## src/rtl/pdru_pkg.sv

```systemverilog
// Package of the depth row unpacker: pixel types and band constants.
package pdru_pkg;

	localparam logic [7:0] SKIP_A      = 8'd73;
	localparam logic [7:0] SKIP_B      = 8'd146;
	localparam logic [7:0] LAST_PACKET = 8'd241;
	localparam logic [7:0] BAND1_FIRST = 8'd74;
	localparam logic [7:0] BAND2_FIRST = 8'd147;
	localparam logic [7:0] BAND3_FIRST = 8'd220;
	localparam logic [3:0] BAND1_ADD   = 4'd8;
	localparam logic [3:0] BAND2_ADD   = 4'd4;
	localparam logic [10:0] WINDOW_BYTES = 11'd880;
	localparam logic [4:0] GROUP_BYTES  = 5'd11;
	localparam logic [6:0] RECIP_11     = 7'd93;
	localparam int         RECIP_SHIFT  = 10;

	localparam logic [3:0] K_PIX0 = 4'd1;
	localparam logic [3:0] K_PIX2 = 4'd4;
	localparam logic [3:0] K_PIX4 = 4'd6;
	localparam logic [3:0] K_PIX6 = 4'd9;

	typedef struct packed {
		logic [10:0] depth;
		logic [8:0]  column;
		logic [7:0]  row;
	} pdru_pix_t;

	typedef struct packed {
		logic      valid;
		logic      inflight;
		pdru_pix_t pix;
	} pdru_push_t;

endpackage

```

## src/rtl/pdru_front.sv

```systemverilog
// Front end: accepts bytes, finds the band and window, unpacks the pixel.
module pdru_front (
	input  logic                clk,
	input  logic                arst_n,
	input  logic                in_valid,
	input  logic                in_ready,
	input  logic [7:0]          pkt,
	input  logic [10:0]         pos,
	input  logic [7:0]          cur,
	output pdru_pkg::pdru_push_t push
);

	logic        accept;
	logic        drop;
	logic [7:0]  base8;
	logic [6:0]  base;
	logic [3:0]  add;
	logic [7:0]  row_in;
	logic [10:0] offset;
	logic [11:0] diff;
	logic        in_win;

	logic        v_s1;
	logic        win_s1;
	logic [7:0]  row_s1;
	logic [9:0]  rel_s1;
	logic [7:0]  cur_s1;
	logic [7:0]  prev_s1;
	logic [7:0]  prev2_s1;
	logic [7:0]  prev_q;
	logic [7:0]  prev2_q;

	logic [16:0] prod;
	logic [6:0]  q_est;
	logic [10:0] eleven_q;
	logic [10:0] rem;
	logic [6:0]  group;
	logic [3:0]  k;
	logic [1:0]  sub;
	logic [10:0] depth;
	logic        emit;

	assign accept = in_valid && in_ready;

	always_comb begin
		drop   = (pkt == pdru_pkg::SKIP_A) || (pkt == pdru_pkg::SKIP_B) ||
			(pkt > pdru_pkg::LAST_PACKET);
		if (pkt >= pdru_pkg::BAND3_FIRST) begin
			base8  = pkt - pdru_pkg::BAND3_FIRST;
			add    = 4'd0;
			row_in = pkt - 8'd2;
		end else if (pkt >= pdru_pkg::BAND2_FIRST) begin
			base8  = pkt - pdru_pkg::BAND2_FIRST;
			add    = pdru_pkg::BAND2_ADD;
			row_in = pkt - 8'd2;
		end else if (pkt >= pdru_pkg::BAND1_FIRST) begin
			base8  = pkt - pdru_pkg::BAND1_FIRST;
			add    = pdru_pkg::BAND1_ADD;
			row_in = pkt - 8'd1;
		end else begin
			base8  = pkt;
			add    = 4'd0;
			row_in = pkt;
		end
		base   = base8[6:0];
		offset = {1'b0, base, 3'b000} + {2'b00, base, 2'b00} + {7'd0, add};
		diff   = {1'b0, pos} - {1'b0, offset};
		in_win = !drop && !diff[11] && (diff[10:0] < pdru_pkg::WINDOW_BYTES);
	end

	always_ff @(posedge clk or negedge arst_n) begin
		if (!arst_n) begin
			v_s1    <= 1'b0;
			prev_q  <= 8'd0;
			prev2_q <= 8'd0;
		end else begin
			v_s1 <= accept;
			if (accept) begin
				prev_q  <= cur;
				prev2_q <= prev_q;
			end
		end
	end

	always_ff @(posedge clk) begin
		if (accept) begin
			win_s1   <= in_win;
			row_s1   <= row_in;
			rel_s1   <= diff[9:0];
			cur_s1   <= cur;
			prev_s1  <= prev_q;
			prev2_s1 <= prev2_q;
		end
	end

	// The estimate of rel / 11 is low by at most one, so one correction step fixes it.
	always_comb begin
		prod     = {7'd0, rel_s1} * {10'd0, pdru_pkg::RECIP_11};
		q_est    = prod[16:pdru_pkg::RECIP_SHIFT];
		eleven_q = {1'b0, q_est, 3'b000} + {3'b000, q_est, 1'b0} + {4'd0, q_est};
		rem      = {1'b0, rel_s1} - eleven_q;
		if (rem[4:0] >= pdru_pkg::GROUP_BYTES) begin
			group = q_est + 7'd1;
			k     = 4'(rem[4:0] - pdru_pkg::GROUP_BYTES);
		end else begin
			group = q_est;
			k     = rem[3:0];
		end
		emit  = 1'b1;
		sub   = 2'd0;
		depth = '0;
		case (k)
			pdru_pkg::K_PIX0: begin
				sub   = 2'd0;
				depth = {prev_s1, cur_s1[7:5]};
			end
			pdru_pkg::K_PIX2: begin
				sub   = 2'd1;
				depth = {prev2_s1[1:0], prev_s1, cur_s1[7]};
			end
			pdru_pkg::K_PIX4: begin
				sub   = 2'd2;
				depth = {prev_s1[3:0], cur_s1[7:1]};
			end
			pdru_pkg::K_PIX6: begin
				sub   = 2'd3;
				depth = {prev_s1[5:0], cur_s1[7:3]};
			end
			default: emit = 1'b0;
		endcase
	end

	assign push.valid      = v_s1 && win_s1 && emit;
	assign push.inflight   = v_s1;
	assign push.pix.row    = row_s1;
	assign push.pix.column = {group, sub};
	assign push.pix.depth  = depth;

endmodule

```

## src/rtl/pdru_fifo.sv

```systemverilog
// Back end: short pixel queue that drives the output stream.
module pdru_fifo #(
	parameter int DEPTH = 4
) (
	input  logic                 clk,
	input  logic                 arst_n,
	input  pdru_pkg::pdru_push_t push,
	output logic                 room,
	output logic                 out_valid,
	input  logic                 out_ready,
	output pdru_pkg::pdru_pix_t  out_pix
);

	localparam int PW = (DEPTH > 1) ? $clog2(DEPTH) : 1;
	localparam int CW = $clog2(DEPTH + 1);

	pdru_pkg::pdru_pix_t mem_q [DEPTH];
	logic [PW-1:0] wr_q;
	logic [PW-1:0] rd_q;
	logic [CW-1:0] count_q;
	logic          pop;

	assign out_valid = (count_q != '0);
	assign out_pix   = mem_q[rd_q];
	assign pop       = out_valid && out_ready;
	assign room      = ({1'b0, count_q} + (CW + 1)'(push.inflight)) < (CW + 1)'(DEPTH);

	always_ff @(posedge clk) begin
		if (push.valid) begin
			mem_q[wr_q] <= push.pix;
		end
	end

	always_ff @(posedge clk or negedge arst_n) begin
		if (!arst_n) begin
			wr_q    <= '0;
			rd_q    <= '0;
			count_q <= '0;
		end else begin
			if (push.valid) begin
				wr_q <= (wr_q == PW'(DEPTH - 1)) ? '0 : wr_q + PW'(1);
			end
			if (pop) begin
				rd_q <= (rd_q == PW'(DEPTH - 1)) ? '0 : rd_q + PW'(1);
			end
			count_q <= count_q + CW'(push.valid) - CW'(pop);
		end
	end

endmodule

```

## src/rtl/packed_depth_row_unpacker.sv

```systemverilog
// Top level of the depth row unpacker: 11-bit pixel unpack with decimation by two.
// A pixel goes through the classify register, then the pixel queue, to m_tdata.
// Throughput: one byte per cycle, set by the single classify stage and queue credit.
// Input stalls only when the pixel queue plus the byte in flight fill FIFO_DEPTH.
// Reset clears the two-byte history, the stage valid and the queue pointers.
module packed_depth_row_unpacker #(
	parameter int FIFO_DEPTH = 4
) (
	input  logic        clk,
	input  logic        arst_n,
	input  logic        s_tvalid,
	output logic        s_tready,
	// s_tdata: packet_number[7:0], byte_position[18:8], data_byte[26:19], zeros[31:27]
	input  logic [31:0] s_tdata,
	output logic        m_tvalid,
	input  logic        m_tready,
	// m_tdata: row[7:0], column[16:8], depth[27:17], zeros[31:28]
	output logic [31:0] m_tdata
);

	pdru_pkg::pdru_push_t push;
	pdru_pkg::pdru_pix_t  pix;

	pdru_front u_front (
		.clk      (clk),
		.arst_n   (arst_n),
		.in_valid (s_tvalid),
		.in_ready (s_tready),
		.pkt      (s_tdata[7:0]),
		.pos      (s_tdata[18:8]),
		.cur      (s_tdata[26:19]),
		.push     (push)
	);

	pdru_fifo #(
		.DEPTH (FIFO_DEPTH)
	) u_fifo (
		.clk       (clk),
		.arst_n    (arst_n),
		.push      (push),
		.room      (s_tready),
		.out_valid (m_tvalid),
		.out_ready (m_tready),
		.out_pix   (pix)
	);

	assign m_tdata = {4'd0, pix};

endmodule

```

## config.mk

```make
export PLATFORM = sky130hd
export DESIGN_NAME = packed_depth_row_unpacker
export DESIGN_NICKNAME = d
export VERILOG_FILES = /design/src/rtl/pdru_pkg.sv /design/src/rtl/pdru_front.sv /design/src/rtl/pdru_fifo.sv /design/src/rtl/packed_depth_row_unpacker.sv
export SDC_FILE = /design/constraint.sdc
export NUM_CORES = 1
export LEC_CHECK = 0
export ABC_CLOCK_PERIOD_IN_PS = 10000
export BUFFER_PORTS_ARGS = -buffer_cell sky130_fd_sc_hd__buf_2
export CAP_MARGIN = 5
export CORE_MARGIN = 10
export CORE_UTILIZATION = 45
export CTS_BUF_LIST = sky130_fd_sc_hd__clkbuf_8 sky130_fd_sc_hd__clkbuf_16
export DETAILED_ROUTE_END_ITERATION = 10
export GPL_ROUTABILITY_DRIVEN = 0
export PLACE_DENSITY = 0.63
export SKIP_LAST_GASP = 1
export SYNTH_ARGS = -nofsm -noshare
export SYNTH_HDL_FRONTEND = slang
export SYNTH_SLANG_ARGS = --single-unit
export TNS_END_PERCENT = 50
```

## constraint.sdc

```tcl
create_clock -name clk -period 10 [get_ports clk]
set_input_delay 0.5 -clock clk [delete_from_list [all_inputs] [get_ports clk]]
set_output_delay 0.5 -clock clk [all_outputs]
set_load 0.005 [all_outputs]
```

# Word-level counts from Yosys, hierarchy flattened
# Memories as Yosys holds them, arrays and structs flattened.
# Cells that the tools add are included.
# totals
register_bits	55
word_cells	77
mem_bits_rw	112
n_memories	1
# mem_list
name	depth	width	rd	rd_ports_with_merged_regs	write_ports	line	source
u_fifo.mem_q	4	28	1	0	1	pdru_fifo.sv:17	pdru_pkg::pdru_pix_t mem_q [DEPTH];
# op_classes
n_reduce_logical	12
magnitude_cmp	7
n_eq_ne	8
mux	18
addsub	18
multipliers	1
# ops
op	count
$pmux 11 s4	1
$mux 7	4
$mux 8	3
$mul 10x7->17 const B	1
$ge 8x8->1 const B	2
$mux 4	4
$sub 7x7->7 const B	2
$sub 11x11->12	1
$add 10x9->11	1
$add 11x4->11	1
$lt 11x10->1 const B	1
$add 5x5->5	2
$eq 4x3->1 const B	2
$eq 8x7->1 const B	1
$eq 8x8->1 const B	1
$ge 8x7->1 const B	1
$gt 8x8->1 const B	1
$sub 8x1->8 const B	1
$sub 8x2->8 const B	1
$add 7x1->7 const B	1
$sub 7x5->7 const B	1
$logic_and 1x1->1	6
$pmux 2 s3	1
$ge 5x4->1 const B	1
other kinds (16)	23

# Depth between registers and ports, before layout
# Gate-level depths: netlist (run 1).
# logic_depth
depth_word	12
depth_mapped	34
depth_no_buf	33

# Modules after synthesis
# A second synthesis (run 1) with hierarchy kept.
# unflattened
hier_cells	683
area_unflattened_um2	9595.5
# by_module_without_submodules
module	seq_area_each_um2	area_per_inst_um2	cells_each	n_inst
pdru_front	1356.3	5057.4	491	1
pdru_fifo	3538.4	4504.3	187	1
packed_depth_row_unpacker	0.0	33.8	5	1

# Worst setup path after synthesis (run 1)
# Ideal clock, no wire load.
# synth_path
path_kind	register -> register
start	reg u_front.rel_s1[1]
end	reg u_fifo.count_q[2]
required_time_ns	9.877
slack_ns	2.082
setup_time_ns	0.123
stages_incl_launch_ff	33
n_path_buf	1
arrival_time_ns	7.796
path_cell_list	edfxtp_1 ha_1 inv_1 fa_1 inv_1 fa_1 fa_1 ha_1 a211oi_2 o21bai_2 o21a_1 o21a_1 o21a_1 nor2_1 xnor2_1 fa_1 fa_1 inv_1 ha_1 a21oi_1 xnor2_1 o21a_1 o211ai_1 buf_4 o22ai_2 o31ai_1 a21oi_2 inv_1 ha_1 inv_1 ha_1 fa_1 xnor2_1
# synth_via
elab_chain_cells	12
# synth_rtl
item	line	source
start: declaration	pdru_front.sv:26	logic [9:0] rel_s1;
start signal: assignment	pdru_front.sv:89	rel_s1 <= diff[9:0];
$mul 10x7->17	pdru_front.sv:98	prod = {7'd0, rel_s1} * {10'd0, pdru_pkg::RECIP_11};
$add 5x5->5 (2 in series)	pdru_front.sv:100	eleven_q = {1'b0, q_est, 3'b000} + {3'b000, q_est, 1'b0} + {4'd0, q_est};
$sub 5x5->5 (*)	pdru_front.sv:101	rem = {1'b0, rel_s1} - eleven_q;
$sub 4x4->4 or $ge 5x4->1 (tied branches)	pdru_front.sv:104, pdru_front.sv:102	
$mux 4 (*)	pdru_front.sv:102	if (rem[4:0] >= pdru_pkg::GROUP_BYTES) begin
$eq 4x1->1 (tied with other cells)	pdru_front.sv:112	case (k)
$reduce_or 4->1 (no source line) (*)	-	
$mux 1 (*)	pdru_front.sv:112	
$logic_and 1x1->1 (*)	pdru_front.sv:133	assign push.valid = v_s1 && win_s1 && emit;
$add 3x1->3 (*)	pdru_fifo.sv:46	count_q <= count_q + CW'(push.valid) - CW'(pop);
$sub 3x1->3 (*)	pdru_fifo.sv:46	
end signal: assignment	pdru_fifo.sv:46	
end: declaration	pdru_fifo.sv:20	logic [CW-1:0] count_q;
# Every way passes the cells marked *; elsewhere a longest branch is shown, timed or not.
# A chain may end at the register's enable or synchronous reset.

# Worst setup path after layout (run 1)
# Ends and elaborated chain as after synthesis.

==> flow_summary.ini, run 1 <==
[run_status]
status = completed

[route]
drt_iter0_markers = 408
antenna_left = 0
wl_per_cell_um = 17.2
wl_met1_um = 8200
wl_met3_um = 793
drc = 0
first_pass_iters = 5
totalWireLength_um = 18600
routed-via-count = 5941
route.met2.wl_um = 9300
top_layer = met4
routed_via_density = 5.49

[clock_network]
cts_resized = 0
cts_sinks = 166
holdBufCountCts = 0
cts.path.max_buffers = 2
tritoncts.num_buffers = 17
cts_root_buf = clkbuf_16
cts_tree = done
post_cts_buffers = 0
htree_levels = 4
insertion_delay_ns = 0.43
cts.clk_slew.worst_paths_ns = 0.07

[global_routing]
grt_usage = 0.135
antenna_found_initial = 0
first_global_vias = 6234
overflow = 0
grt_pass1_wl_um = 30900
grt_max_degree = 34

[yosys]
yosys.area.top_type_share = 0.459
synth_most_common_cell = edfxtp_1
ys_ff_latch = 166
avgSynthCellArea_um2 = 13.3
synth_area_um2 = 9680
async_flop_share = 0.108
synth_top_cell_by_area = edfxtp_1
synth_area_leaders = edfxtp_1 (46%), ha_1 (12%), mux4_2 (6.5%)
synth_ff_type = edfxtp_1
synth_cell_types = 68
netlist_instances = 730
seq_area_frac_synth = 0.506
yosysWarnings = 0
synth_edf_count = 148
synthTopCellsByCount = edfxtp_1 (148), ha_1 (90), inv_1 (80)

[place]
placed_cell_area_um2 = 10300
placedCellCount = 1051
io_buffers = 60
hpwl_um = 13800

[worst_setup_path]
max_stage_delay_ns = 0.56
cp-end-kind = flop
worstPathArrival_ns = 9.18
cpMostUsedCell = fa_1
crit_fanout = 13
worstPathRequired_ns = 10.30
criticalPathCategory = reg2reg
crit_slowest_cell = fa_1
worst_setup_path_start_kind = flop

[die]
initial_core_util = 0.459
num_rows = 53
die_height_um = 167
num_io_pins = 70
fp.dieW_um = 167
coreArea_um2 = 21100
die_area_um2 = 27800

[sta]
rsz0062_at_grt = no
setup_viol = 0
drv_slew = 0
worstMarginPinSlew_ns = 1.08
fmax_ghz = 0.113
post-route-period-util = 0.887
whs_ns = 0.00289
fin_skew_ns = 0.0138
slew_headroom = 0.281
fin_crit_ns = 8.87
finalHoldViolCount = 0
tns_ns = 0

[final_layout]
fin_nets = 952
final_area_um2 = 10900
num-fill-cells = 1788
fin_cells = 1083
diodes = 0
drive_gt1_frac = 0.176
syn_to_final_growth_pct = 12.4

[job]
drv_cap = 0

[min_path]
hold_class = in2async
-- registers in the layout, summed over array words and instances, names as in the netlist --
name,flops
u_fifo.rd_q,2
u_front.v_s1,1
u_front.rel_s1,10
u_front.prev_s1,8
u_front.prev2_s1,2
u_front.win_s1,1
u_front.row_s1,8
u_front.prev2_q,2
u_fifo.wr_q,2
u_fifo.count_q,3
u_fifo.mem_q,112
u_front.prev_q,8
u_front.cur_s1,7
-- metrics by stage --
step / setup slack, ns / util
floorplan: 2.08 / -
global placement: 1.31 / 0.487
global route: 0.489 / 0.516
CTS: 1.06 / 0.516
detailed placement: 1.11 / 0.487
finish: 1.13 / 0.516
-- cell type report --
class | count | area [µm²] | area share
Tap cell | 275 | 344 | 0.0316
Clock inverter | 13 | 133 | 0.0122
Clock buffer | 19 | 475 | 0.0437
Timing Repair Buffer | 67 | 353 | 0.0324
Inverter | 81 | 304 | 0.0280
Sequential cell | 166 | 4900 | 0.450
Multi-Input combinational cell | 462 | 4370 | 0.402
-- critical path, delay by kind of cell (launching register included) --
| family | cells | cell delay [ns] |
|---|---|---|
| DFF | 1 | 0.54 |
| xor gates and xnor gates | 3 | 0.57 |
| adders and majority gates | 11 | 4.56 |
| and+or+nand+nor | 3 | 0.52 |
| AOI/OAI and AO/OA | 9 | 2.26 |
| buffers and inverters | 5 | 0.29 |
-- path summary, 6_finish.rpt --
kind | startpoint | to | slack (ns) | cells past startpoint
max in group asynchronous | arst_n | u_fifo.rd_q[0] | 9.67 | 1
hold reg to reg | u_front.prev2_q[1] | u_front.prev2_s1[1] | 0.45 | 0
setup / recovery | u_front.rel_s1[1] | u_fifo.count_q[2] | 1.13 | 31
setup reg to reg | u_front.rel_s1[1] | u_fifo.count_q[2] | 1.13 | 31
min in group clk | s_tdata[9] | u_front.rel_s1[1] | 0.26 | 1
hold / removal | arst_n | u_front.prev_q[3] | 0.003 | 1
-- kinds of logic (layout without fill, tap and decap cells) --
group	count (synthesis)	count (layout)	share of synthesized area
AO/OA/AOI/OAI	99	99	0.0751
XOR/XNOR	33	33	0.0333
adder cells (fa/ha/maj)	122	122	0.181
buffers and inverters	105	180	0.0439
flip-flops	166	166	0.506
multiplexers	46	46	0.0844
other	1	4	0.000387
AND/OR/NAND/NOR	158	158	0.0759
-- layer usage --
metal	global-route usage	up-vias
met5	0	-
met3	0.0271	27
met1	0.167	2953
met2	0.230	154
li1	-	2807
met4	0.0500	0
-- layout by cell type (no fill, tap or decap), types with 4 or more instances in the layout --
cell	count
mux4_2	28
fa_1	31
nand4_1	5
buf_4	7
nor3_1	13
xnor2_1	24
or3_1	4
nor2b_1	5
a21oi_1	19
ha_1	90
xor2_1	7
nand2b_1	8
mux2i_1	13
conb_1	4
nand2_1	53
inv_1	81
o211ai_1	6
o21a_1	9
nor2_1	44
clkbuf_16	19
nand3_1	10
buf_2	60
o21ai_0	16
inv_6	4
edfxtp_1	148
and2_1	6
dfrtp_1	17
a221o_1	12
o31ai_1	4
Power of run 1 is not shown: default switching activity piles up to over one toggle a cycle in this logic, so the estimate is an artifact.
==> run 2, diff against run 1 <==
--- a/config.mk
+++ b/config.mk
@@ -8,6 +8,7 @@
 export ABC_CLOCK_PERIOD_IN_PS = 10000
 export BUFFER_PORTS_ARGS = -buffer_cell sky130_fd_sc_hd__buf_2
 export CAP_MARGIN = 5
+export CORE_ASPECT_RATIO = 2
 export CORE_MARGIN = 10
 export CORE_UTILIZATION = 45
 export CTS_BUF_LIST = sky130_fd_sc_hd__clkbuf_8 sky130_fd_sc_hd__clkbuf_16
==> constraint.sdc (replaced) <==
create_clock -name clk -period 10 [get_ports clk]
set_input_delay 2 -clock clk [delete_from_list [all_inputs] [get_ports clk]]
set_output_delay 2 -clock clk [all_outputs]
set_load 0.005 [all_outputs]
==> run 2 against run 1 <==
Compared with the run above:
- core utilization down 0.19 points
- clock skew down 0.0024 ns
- global-route usage up 0.99 points
==> flow_summary.ini, run 2 (synthesized netlist as in run 1, its figures left out) <==
[job]
drv_cap = 0

[die]
num_io_pins = 70
num_rows = 75
die_height_um = 227
die_area_um2 = 28100
fp.dieW_um = 124
initial_core_util = 0.459
coreArea_um2 = 21100

[final_layout]
reg_top3 = u_fifo.mem_q (112), u_front.rel_s1 (10)
mostFrequentLayoutCell = edfxtp_1
largest_register_ffs = 112
drive_gt1_frac = 0.173
num-fill-cells = 1777
fin_nets = 955
fin_cells = 1080
final_area_um2 = 10900
diodes = 0
layout_common_cells = edfxtp_1 (148), ha_1 (90), inv_1 (84)
syn_to_final_growth_pct = 12.1
registers.top_by_ff_count = u_fifo.mem_q

[clock_network]
insertion_delay_ns = 0.43
cts_tree = done
tritoncts.num_buffers = 17
holdBufCountCts = 0
cts.path.max_buffers = 2
cts_sinks = 166
post_cts_buffers = 0
cts.clk_slew.worst_paths_ns = 0.06
cts_root_buf = clkbuf_16
cts_resized = 0
htree_levels = 4

[worst_setup_path]
worst_setup_path_start_kind = flop
cp-end-kind = flop
crit_fanout = 17
worstPathArrival_ns = 8.93
crit_slowest_cell = and2_1
worstPathRequired_ns = 10.10
cpMostUsedCell = fa_1
criticalPathCategory = reg2reg
max_stage_delay_ns = 0.59

[global_routing]
grt_usage = 0.145
antenna_found_initial = 0
grt_pass1_wl_um = 31500
grt_max_degree = 32
overflow = 0
first_global_vias = 6302

[route]
routed-via-count = 5860
top_layer = met4
first_pass_iters = 5
wl_met1_um = 6680
route.met2.wl_um = 11400
totalWireLength_um = 19400
wl_per_cell_um = 17.9
drt_iter0_markers = 231
wl_met3_um = 771
drc = 0
antenna_left = 0
routed_via_density = 5.43

[sta]
post-route-period-util = 0.883
whs_ns = 0.456
fmax_ghz = 0.113
finalHoldViolCount = 0
fin_skew_ns = 0.0113
slew_headroom = 0.307
worstMarginPinSlew_ns = 1.04
setup_viol = 0
drv_slew = 0
tns_ns = 0
fin_crit_ns = 8.83
rsz0062_at_grt = no

[min_path]
hold_class = reg2reg

[place]
placedCellCount = 1048
hpwl_um = 15200
placed_cell_area_um2 = 10300
io_buffers = 60

[run_status]
status = completed
run 2: through the flow:
step	setup WS, ns	utilization
after global placement	1.28	0.488
after detailed placement	1.09	0.488
final	1.17	0.514
after global routing	0.599	0.514
after floorplan	2.08	-
after CTS	1.08	0.514
run 2: metal layers:
metal | vias up | GRT usage
met4 | 0 | 0.0702
met3 | 31 | 0.0333
met1 | 2914 | 0.136
met2 | 115 | 0.280
met5 | - | 0
li1 | 2800 | -
run 2: worst max-delay path, delay by kind of cell, from the launching register on:
kind / cells / cell delay [ns]
fa+ha+maj: 8 / 3.63
compound gates: 10 / 2.09
simple gates: 3 / 1.00
buf+inv: 5 / 0.74
flops: 1 / 0.54
xor+xnor: 2 / 0.44
run 2: cell type report:
cell class	instances	area (µm²)	area share
sequential	166	4900	0.451
multi-input combinational	462	4370	0.403
clock buffer	17	425	0.0392
timing repair buffer	70	388	0.0357
tap	269	337	0.0310
inverter	81	304	0.0280
clock inverter	15	128	0.0118
run 2: worst paths after layout:
kind / startpoint / endpoint / slack [ns] / cells past startpoint
max in group asynchronous: arst_n / u_fifo.rd_q[0] / 8.15 / 1
min in group asynchronous: arst_n / u_front.prev_q[2] / 1.51 / 1
min reg2reg: u_front.prev_q[3] / u_front.prev_s1[3] / 0.46 / 0
max: u_front.rel_s1[4] / u_fifo.mem_q[0][12] / 1.17 / 28
min: u_front.prev_q[3] / u_front.prev_s1[3] / 0.46 / 0
max reg2reg: u_front.rel_s1[4] / u_fifo.mem_q[0][12] / 1.17 / 28
Power of run 2 is left out for the same reason.
==> run 3, diff against run 2 <==
--- a/config.mk
+++ b/config.mk
@@ -8,13 +8,15 @@
 export ABC_CLOCK_PERIOD_IN_PS = 10000
 export BUFFER_PORTS_ARGS = -buffer_cell sky130_fd_sc_hd__buf_2
 export CAP_MARGIN = 5
+export CELL_PAD_IN_SITES_DETAIL_PLACEMENT = 1
+export CELL_PAD_IN_SITES_GLOBAL_PLACEMENT = 1
 export CORE_ASPECT_RATIO = 2
 export CORE_MARGIN = 10
 export CORE_UTILIZATION = 45
 export CTS_BUF_LIST = sky130_fd_sc_hd__clkbuf_8 sky130_fd_sc_hd__clkbuf_16
 export DETAILED_ROUTE_END_ITERATION = 10
 export GPL_ROUTABILITY_DRIVEN = 0
-export PLACE_DENSITY = 0.63
+export PLACE_DENSITY = 0.74
 export SKIP_LAST_GASP = 1
 export SYNTH_ARGS = -nofsm -noshare
 export SYNTH_HDL_FRONTEND = slang
==> run 3 against run 2 <==
Compared with the run above:
- non-clock buffer count is 1 lower
- first-iteration DRC count increased by 14%
- fmax fell by 3.5%
- core utilization hardly changed
- clock-buffer cell count did not move
- wire length rose by 14%
- worst hold slack lost 0.0053 ns
- global-route usage grew 2.0 points
==> flow_summary.ini, run 3 (synthesized netlist as in run 1, its figures left out) <==
[die]
num_rows = 75
coreArea_um2 = 21100
die_area_um2 = 28100
fp.dieW_um = 124
initial_core_util = 0.459
die_height_um = 227
num_io_pins = 70

[worst_setup_path]
critPathLaunch = u_front.rel_s1[1]
crit_fanout = 18
worstPathRequired_ns = 10.12
criticalPathCategory = reg2reg
crit_slowest_cell = and2_1
cpMostUsedCell = fa_1
r2r_start = u_front.rel_s1[1]
worstPathArrival_ns = 9.28
worst_setup_path_start_kind = flop
cp-end-kind = flop
max_stage_delay_ns = 0.91

[sta]
layout_setup_ws_ns = 0.848
fmax_ghz = 0.109
fin_skew_ns = 0.00613
slew_headroom = 0.227
finalHoldViolCount = 0
tns_ns = 0
drv_slew = 0
setup_viol = 0
fin_crit_ns = 9.15
worstMarginPinSlew_ns = 1.16
post-route-period-util = 0.915
rsz0062_at_grt = no

[place]
pre_cts_slack_ns = 0.790
io_buffers = 60
placedCellCount = 1047
hpwl_um = 17200

[clock_network]
tritoncts.num_buffers = 17
holdBufCountCts = 0
insertion_delay_ns = 0.43
post_cts_buffers = 0
cts_tree = done
cts.path.max_buffers = 2
cts_root_buf = clkbuf_16
cts_resized = 0
htree_levels = 4
cts.clk_slew.worst_paths_ns = 0.07
cts_sinks = 166

[global_routing]
overflow = 0
antenna_found_initial = 0
grt_usage = 0.165
grt_max_degree = 32
first_global_vias = 6929
grt_pass1_wl_um = 35900

[route]
routed_via_density = 5.57
routed-via-count = 6008
drt_iter0_markers = 264
wl_per_cell_um = 20.4
antenna_left = 0
totalWireLength_um = 22000
drc = 0
first_pass_iters = 4

[min_path]
hold_class = reg2reg
hold_start = u_front.prev_q[2]

[final_layout]
layout_common_cells = edfxtp_1 (148), ha_1 (90), inv_1 (79)
registers.top_by_ff_count = u_fifo.mem_q
largest_register_ffs = 112
reg_top3 = u_fifo.mem_q (112), u_front.rel_s1 (10)
fin_nets = 954
mostFrequentLayoutCell = edfxtp_1
diodes = 0
fin_cells = 1079
syn_to_final_growth_pct = 12.1
drive_gt1_frac = 0.179

[job]
drv_cap = 0

[run_status]
status = completed
-- run 3: changes by cell type in the layout (fill, tap and decap cells not counted), sizes merged --
cell	previous run	this run
bufinv	2	1
clkinv	8	9
buf	70	69
-- run 3: critical path, delay by kind of cell (launching register included) --
| family | cells | cell delay [ns] |
|---|---|---|
| AOI/OAI and AO/OA | 11 | 2.24 |
| adders and majority gates | 8 | 3.71 |
| and+or+nand+nor | 2 | 1.04 |
| xor gates and xnor gates | 2 | 0.56 |
| DFF | 1 | 0.53 |
| buffers and inverters | 5 | 0.74 |
-- run 3: layer usage --
| metal | vias up | global-route usage | part of all wire |
|---|---|---|---|
| li1 | 2791 | - | - |
| met1 | 3075 | 0.154 | 0.34 |
| met2 | 111 | 0.332 | 0.61 |
| met3 | 31 | 0.0330 | 0.030 |
| met4 | 0 | 0.0596 | 0.023 |
| met5 | - | 0 | 0 |
-- run 3: worst paths after layout --
| check | endpoint | slack [ns] | cells past startpoint |
|---|---|---|---|
| max reg2reg | u_fifo.mem_q[0][12] | 0.85 | 28 |
| min in group asynchronous | u_front.prev_q[3] | 1.53 | 1 |
| max | u_fifo.mem_q[0][12] | 0.85 | 28 |
| max in group asynchronous | u_fifo.rd_q[0] | 8.12 | 1 |
| min | u_front.prev_s1[2] | 0.45 | 0 |
| min reg2reg | u_front.prev_s1[2] | 0.45 | 0 |
-- run 3: stage by stage --
| stage | utilization | hold WS (ns) | instance area, µm² |
|---|---|---|---|
| 2_1_floorplan | - | 0.425 | 9690 |
| 3_3_place_gp | 0.487 | 0.431 | 10300 |
| 3_5_place_dp | 0.487 | 0.442 | 10300 |
| 4_1_cts | 0.514 | 0.458 | 10800 |
| 5_1_grt | 0.514 | 0.474 | 10800 |
| 6_report | 0.514 | 0.451 | 10800 |
-- run 3: area by class of cell --
type	count	area, µm²
Fill cell	2166	10300
Tap cell	269	337
Clock inverter	15	146
Inverter	81	304
Multi-Input combinational cell	462	4370
Clock buffer	17	425
Timing Repair Buffer	69	368
Sequential cell	166	4900
Power of run 3 is left out for the same reason.
